--- src/hw/rtl/fbpd_pkg.sv ---
// Shared types, constants and the length table of the 4-bit CPU instruction predecoder.
package fbpd_pkg;

  localparam int ADDR_W  = 12;
  localparam int BYTE_W  = 8;
  localparam int NIB_W   = 4;
  localparam int AVAIL_W = 2;
  localparam int LEN_W   = 2;

  localparam int S_DATA_W = 32;
  localparam int M_DATA_W = 40;
  localparam int M_USER_W = 4;

  typedef enum logic [3:0] {
    CLS_UNKNOWN    = 4'd0,
    CLS_ILLEGAL    = 4'd1,
    CLS_NOP        = 4'd2,
    CLS_CONDJUMP   = 4'd3,
    CLS_MOVE       = 4'd4,
    CLS_REGJUMP    = 4'd5,
    CLS_JUMP       = 4'd6,
    CLS_CALL       = 4'd7,
    CLS_ADD        = 4'd8,
    CLS_SUB        = 4'd9,
    CLS_EXCHANGE   = 4'd10,
    CLS_RETURN     = 4'd11,
    CLS_LOAD       = 4'd12,
    CLS_SHIFTLEFT  = 4'd13,
    CLS_SHIFTRIGHT = 4'd14
  } op_class_t;

  // Group 2 is marked with 3: its length comes from the opcode's low bit.
  localparam logic [LEN_W-1:0] LEN_BY_LOW_BIT = 2'd3;
  localparam logic [LEN_W-1:0] GROUP_LEN [16] = '{
    2'd1, 2'd2, 2'd3, 2'd1, 2'd2, 2'd2, 2'd1, 2'd2,
    2'd1, 2'd1, 2'd1, 2'd1, 2'd1, 2'd1, 2'd1, 2'd1
  };

  typedef struct packed {
    logic [ADDR_W-1:0]  address;
    logic [BYTE_W-1:0]  first_byte;
    logic [BYTE_W-1:0]  second_byte;
    logic [AVAIL_W-1:0] bytes_available;
  } insn_in_t;

  typedef struct packed {
    logic              decode_ok;
    op_class_t         op_class;
    logic [LEN_W-1:0]  insn_length;
    logic [ADDR_W-1:0] jump_target;
    logic              has_jump;
    logic [ADDR_W-1:0] fall_through;
    logic              has_fall_through;
    logic [BYTE_W-1:0] immediate;
    logic              has_immediate;
  } insn_out_t;

endpackage

--- src/hw/rtl/fbpd_decode.sv ---
// Combinational predecode of one instruction: length, class and branch addresses.
module fbpd_decode
  import fbpd_pkg::*;
(
  input  insn_in_t  insn,
  output insn_out_t dec
);

  logic [NIB_W-1:0]  group;
  logic [NIB_W-1:0]  operand;
  logic [LEN_W-1:0]  len;
  logic [ADDR_W-1:0] page_target;
  logic [ADDR_W-1:0] next_addr;
  logic [ADDR_W-1:0] far_target;

  assign group       = insn.first_byte[BYTE_W-1:NIB_W];
  assign operand     = insn.first_byte[NIB_W-1:0];
  assign page_target = {insn.address[ADDR_W-1:BYTE_W], insn.second_byte};
  assign next_addr   = insn.address + ADDR_W'(len);
  assign far_target  = {operand, insn.second_byte};

  always_comb begin
    len = GROUP_LEN[group];
    if (len == LEN_BY_LOW_BIT) begin
      len = insn.first_byte[0] ? 2'd1 : 2'd2;
    end
  end

  always_comb begin
    dec                  = '0;
    dec.decode_ok        = 1'b1;
    dec.op_class         = CLS_UNKNOWN;
    dec.insn_length      = len;
    // A count of 3 acts as 2, and len never exceeds 2, so a plain compare works.
    if (len > insn.bytes_available) begin
      dec.decode_ok   = 1'b0;
      dec.op_class    = CLS_ILLEGAL;
      dec.insn_length = '0;
    end else begin
      case (group)
        4'd0: dec.op_class = (operand != '0) ? CLS_ILLEGAL : CLS_NOP;
        4'd1: begin
          dec.op_class         = CLS_CONDJUMP;
          dec.jump_target      = page_target;
          dec.has_jump         = 1'b1;
          dec.fall_through     = next_addr;
          dec.has_fall_through = 1'b1;
        end
        4'd2: begin
          if (len == 2'd2) begin
            dec.op_class      = CLS_MOVE;
            dec.immediate     = insn.second_byte;
            dec.has_immediate = 1'b1;
          end
        end
        4'd3: dec.op_class = operand[0] ? CLS_REGJUMP : CLS_MOVE;
        4'd4: begin
          dec.op_class    = CLS_JUMP;
          dec.jump_target = far_target;
          dec.has_jump    = 1'b1;
        end
        4'd5: begin
          dec.op_class         = CLS_CALL;
          dec.jump_target      = far_target;
          dec.has_jump         = 1'b1;
          dec.fall_through     = next_addr;
          dec.has_fall_through = 1'b1;
        end
        4'd6:  dec.op_class = CLS_ADD;
        // Increment-and-skip: taken path is the next instruction, loop back is page-relative.
        4'd7: begin
          dec.op_class         = CLS_CONDJUMP;
          dec.jump_target      = next_addr;
          dec.has_jump         = 1'b1;
          dec.fall_through     = page_target;
          dec.has_fall_through = 1'b1;
        end
        4'd8:  dec.op_class = CLS_ADD;
        4'd9:  dec.op_class = CLS_SUB;
        4'd10: dec.op_class = CLS_MOVE;
        4'd11: dec.op_class = CLS_EXCHANGE;
        4'd12: dec.op_class = CLS_RETURN;
        4'd13: dec.op_class = CLS_LOAD;
        4'd14: dec.op_class = CLS_UNKNOWN;
        default: begin
          case (operand)
            4'd5:    dec.op_class = CLS_SHIFTLEFT;
            4'd6:    dec.op_class = CLS_SHIFTRIGHT;
            4'd8:    dec.op_class = CLS_SUB;
            4'd14:   dec.op_class = CLS_ILLEGAL;
            4'd15:   dec.op_class = CLS_ILLEGAL;
            default: dec.op_class = CLS_UNKNOWN;
          endcase
        end
      endcase
    end
  end

endmodule

--- src/hw/rtl/four_bit_cpu_insn_predecode_core.sv ---
// Top level of the 4-bit CPU instruction predecoder: input register, decode, result register.
// Predecodes one instruction per cycle while the master side is ready. An accepted item is held in
// an input register, decoded by a single level of combinational logic and captured in a result
// register, from which it is presented on the master side; with the master side always ready the
// block takes a new item every cycle. Backpressure on the master side stalls both registers, and
// the slave side keeps taking items while either register has room. There is no state carried
// between items and no configuration.
module four_bit_cpu_insn_predecode_core
  import fbpd_pkg::*;
(
  input  logic                clk,
  input  logic                rst,
  input  logic                s_tvalid,
  output logic                s_tready,
  // [11:0] address, [19:12] first_byte, [27:20] second_byte, [29:28] bytes_available
  input  logic [S_DATA_W-1:0] s_tdata,
  output logic                m_tvalid,
  input  logic                m_tready,
  // [3:0] op_class, [5:4] insn_length, [17:6] jump_target, [29:18] fall_through,
  // [37:30] immediate
  output logic [M_DATA_W-1:0] m_tdata,
  // [0] decode_ok, [1] has_jump, [2] has_fall_through, [3] has_immediate
  output logic [M_USER_W-1:0] m_tuser
);

  insn_in_t  in_reg;
  logic      in_valid;
  insn_out_t dec;
  insn_out_t out_reg;
  logic      out_valid;
  logic      out_adv;
  logic      in_adv;

  assign out_adv  = !out_valid || m_tready;
  assign in_adv   = !in_valid || out_adv;
  assign s_tready = in_adv;

  always_ff @(posedge clk) begin
    if (rst) begin
      in_valid <= 1'b0;
    end else if (in_adv) begin
      in_valid <= s_tvalid;
    end
  end

  always_ff @(posedge clk) begin
    if (in_adv && s_tvalid) begin
      in_reg.address         <= s_tdata[11:0];
      in_reg.first_byte      <= s_tdata[19:12];
      in_reg.second_byte     <= s_tdata[27:20];
      in_reg.bytes_available <= s_tdata[29:28];
    end
  end

  fbpd_decode u_decode (
    .insn (in_reg),
    .dec  (dec)
  );

  always_ff @(posedge clk) begin
    if (rst) begin
      out_valid <= 1'b0;
    end else if (out_adv) begin
      out_valid <= in_valid;
    end
  end

  // Hold the result while the master side stalls.
  always_ff @(posedge clk) begin
    if (out_adv && in_valid) begin
      out_reg <= dec;
    end
  end

  assign m_tvalid = out_valid;
  assign m_tdata  = {2'b00, out_reg.immediate, out_reg.fall_through, out_reg.jump_target,
                     out_reg.insn_length, out_reg.op_class};
  assign m_tuser  = {out_reg.has_immediate, out_reg.has_fall_through, out_reg.has_jump,
                     out_reg.decode_ok};

endmodule
--- config.mk ---
export PLATFORM = sky130hd
export DESIGN_NAME = four_bit_cpu_insn_predecode_core
export DESIGN_NICKNAME = d
export VERILOG_FILES = /design/src/hw/rtl/fbpd_pkg.sv /design/src/hw/rtl/fbpd_decode.sv /design/src/hw/rtl/four_bit_cpu_insn_predecode_core.sv
export SDC_FILE = /design/constraint.sdc
export NUM_CORES = 1
export LEC_CHECK = 0
export BUFFER_PORTS_ARGS = -buffer_cell sky130_fd_sc_hd__buf_2
export CORE_MARGIN = 2
export CORE_UTILIZATION = 40
export DETAILED_ROUTE_END_ITERATION = 6
export GPL_ROUTABILITY_DRIVEN = 0
export HOLD_SLACK_MARGIN = 0.08
export PLACE_DENSITY = 0.7
export SYNTH_ARGS = -nofsm -noshare
export SYNTH_HDL_FRONTEND = slang
export SYNTH_SLANG_ARGS = --single-unit
--- constraint.sdc ---
create_clock -name clk -period 3 [get_ports clk]
set_clock_uncertainty 0.1 [all_clocks]
set_input_delay 0.6 -clock clk [delete_from_list [all_inputs] [get_ports clk]]
set_output_delay 0.6 -clock clk [all_outputs]
set_load 0.01 [all_outputs]
==> results list <==
- DR iter-0 viols: 189
- Largest cells by area after synthesis: sky130_fd_sc_hd__edfxtp_1 60%, sky130_fd_sc_hd__ha_1 3.2%, sky130_fd_sc_hd__nor2_1 2.8%
- The analysis attributes to cell leakage a power of between 1.5 and 2 nW.
- Startpoint-to-endpoint class of the critical path: register to register
- In this run, synthesis inferred between 70 and 80 flip-flops with an integrated enable.
- Most used cells in the layout excluding fill and tap cells: 77 x sky130_fd_sc_hd__buf_2, 72 x sky130_fd_sc_hd__edfxtp_1, 26 x sky130_fd_sc_hd__nor2_1
- In the routed design, unresolved DRC markers number 0.
- Once layout is complete, the utilization of the core stands at 0.509.
- For this run, the top clock speed supported by timing is 344 MHz.
- Entering global routing, the biggest net connects 43 pins.
* Start point of the worst hold path: rst
* Antenna violations before repair: 0
* Max_slew headroom: 0.414
- Clock tree from TritonCTS: built
- Of the available clock period, the critical path in the final layout requires 0.970.
- Core box area: around 0.0087 sq mm
* Biggest area consumer among synthesized cells: sky130_fd_sc_hd__edfxtp_1
* Area of the die: 0.00971 sq mm
- Registers take 0.00220 sq mm.
- Summed over all nets, the half-perimeter wirelength after detailed placement is 5390 um.
- Clock transition at the registers of the reported paths: 0.08 ns
- Y dimension of the die: 98.5 um
- The number of antenna diodes in the final layout is 0.
- The clock drives 74 sinks.
- Vias/cell: 5.31
- Power after layout: 2.32 mW
* Via count of the first global-routing pass: around 2500
- In this run the mean area of a mapped cell was approximately 12 sq um.
* Number of rows created at floorplan: 34
* Filler Cell Count: 812
* Total grt overflow: 0
- The longest clock path from root to sink contains 2 buffers.
- After detailed placement, the design holds a cell count of 479.
- Routed wire length: roughly 7700 um
- Starting density of the core: 0.412
- For this design the ratio of total power to cell area is 525 mW/mm^2.
- about 80 I/O pins were placed.
- For this block, the via count after detailed routing is between 2000 and 3000.
* # Max-Cap Violations: 0
- Clock latency on the worst-skew pair, taken at its later pin, is 0.35 ns.
- Port buffering added just under 80 buffers.
- Total number of yosys warnings: 0
- The pre-antenna-repair detailed-routing pass consisted of 5 iterations.
- Result of the run: complete, no violations
- Counting the buffers created by CTS gives 9.
- Share of the yosys chip area belonging to registers: 0.616
* Fraction of final layout cells sized beyond drive strength 1: 0.332
- The worst register-to-register path begins at in_reg[14].
* Crit. Startpoint: in_reg[14]
- After the flow finishes, the layout carries non-filler instances totaling between 400 and 500.
* Element type at the critical path end: register
* Post-synth design cell area: 0.00357 sq mm
- Synthesis-to-layout area growth: 23.6%
- For the pin with the worst max-slew slack, the measured transition is about 0.88 ns.
- Setup repair after global routing could not meet its margin everywhere.
- Along the worst path, the maximum fanout reaches 4.
* H-tree Lvls: 3
- Clock Root Buffer: sky130_fd_sc_hd__clkbuf_8
- Fraction of post-synthesis cell area in the top cell type by area: 0.605
- Worst min-delay path class: input port to register
- Number of setup violations in the final report: 0
* Gate count of the mapped netlist: 297
* CP arrival: 3.02 ns
- The library cell used most frequently in the layout, excluding fill and tap cells, is sky130_fd_sc_hd__buf_2.
- Final number of hold-violating endpoints: 0
* Antenna-violating nets left: 0
- Summed over all failing endpoints, the final setup total negative slack is 0 ns.
* FFs w/ async S/R, synth: 0
* Max reg flops: 38
* Nature of the critical path startpoint: register
- The smallest clock period supported by the final layout is computed as 2.91 ns.
- Measured along the x axis, the die boundary spans 98.5 um.
- Worst VDD drop: 0.242 mV
* First-pass GRT wire length: ~12000 um
- Yosys reg bits: 74
- Avg WL per Cell: 15.5 um
- STA puts the critical path data required time at 3.11 ns.
- Area of the multi-input gates: 0.00133 sq mm
- For this run, the total global-route usage over all layers was measured as 0.159.
- Number of distinct standard cells referenced by the synthesized netlist: 52
- The total count of max-transition violations in the final report is 0.
* Net count of the finished layout: 432
- Prevailing post-synth register cell: sky130_fd_sc_hd__edfxtp_1
- Number of buffers inserted by hold repair at cts: 0
-- critical path: stages, from the launching register on --
cell                       delay [ns]
sky130_fd_sc_hd__edfxtp_1        0.46
sky130_fd_sc_hd__inv_2           0.12
sky130_fd_sc_hd__ha_1            0.22
sky130_fd_sc_hd__nand2b_1        0.13
sky130_fd_sc_hd__a21o_1          0.16
sky130_fd_sc_hd__inv_2           0.05
sky130_fd_sc_hd__ha_1            0.27
sky130_fd_sc_hd__a21oi_1         0.12
sky130_fd_sc_hd__or4_4           0.57
sky130_fd_sc_hd__or4_1           0.47
sky130_fd_sc_hd__nand3_1         0.10
-- synthesized netlist by cell type (all sizes together) (2+ instances only) --
master,number
o311ai,2
nor2b,10
nand3,21
xnor2,4
inv,9
a21o,2
clkbuf,15
ha,9
nand4,4
a211oi,3
and3,2
nand2,15
a21oi,10
nand2b,7
nor3b,2
buf,3
a221oi,3
edfxtp,72
or4,8
o211ai,7
a22oi,6
nor3,3
nor2,27
o31ai,2
and2,11
o21ai,5
nand3b,6
dfxtp,2
a32oi,3
a31oi,5
-- metal layers --
layer  vias to the layer above  track usage  routed length (um)
met1                      1236        0.212                3380
met4                         0       0.0632                 110
met5                         -            0                   0
met3                         8       0.0496                 570
li1                       1301            -                   -
met2                       105        0.245                3680
-- worst paths after layout --
check                           cells past startpoint     endpoint  slack (ns)
worst min register to register                      2     m_tvalid        0.43
worst min-delay path                                2     in_valid        0.31
worst max register to register                     10  m_tdata[29]        0.09
worst max-delay path                               10  m_tdata[29]        0.09
-- power by group --
part / internal [mW] / total (mW) / switching (mW)
registers: 1.20 / 1.24 / 0.0347
clock network: 0.385 / 0.761 / 0.375
logic: 0.134 / 0.321 / 0.188
-- cells by family after synthesis --
family / share of synthesized area
simple gates: 0.189
flops: 0.616
mux: 0.00280
compound gates: 0.111
xor+xnor: 0.0123
other cells: 0.00105
buf+inv: 0.0304
fa+ha+maj: 0.0371
-- layout make-up --
cell class | count | share of cell area
clock inverter | 6 | 0.0153
sequential | 74 | 0.498
tap | 108 | 0.0306
timing repair buffer | 94 | 0.117
inverter | 9 | 0.00849
timing repair inverter | 1 | 0.00113
multi-input combinational | 197 | 0.300
clock buffer | 10 | 0.0289
-- per-stage QoR --
stage          area (sq um)  setup slack, ns  hold slack [ns]
5_1_grt                4420         -0.00912            0.286
3_3_place_gp           4140           0.0406            0.403
3_5_place_dp           4140           0.0197            0.421
2_1_floorplan          3580           0.0282            0.377
4_1_cts                4330          0.00711            0.289
6_report               4420           0.0893            0.310
-- what timing repair did --
action | CTS | global route
endpoints found under the hold margin | 0 | 0
buffers inserted | 0 | 3
gates resized for setup | 0 | 19
endpoints found under the setup margin | 0 | 24
(Power assumes the default switching activity.)
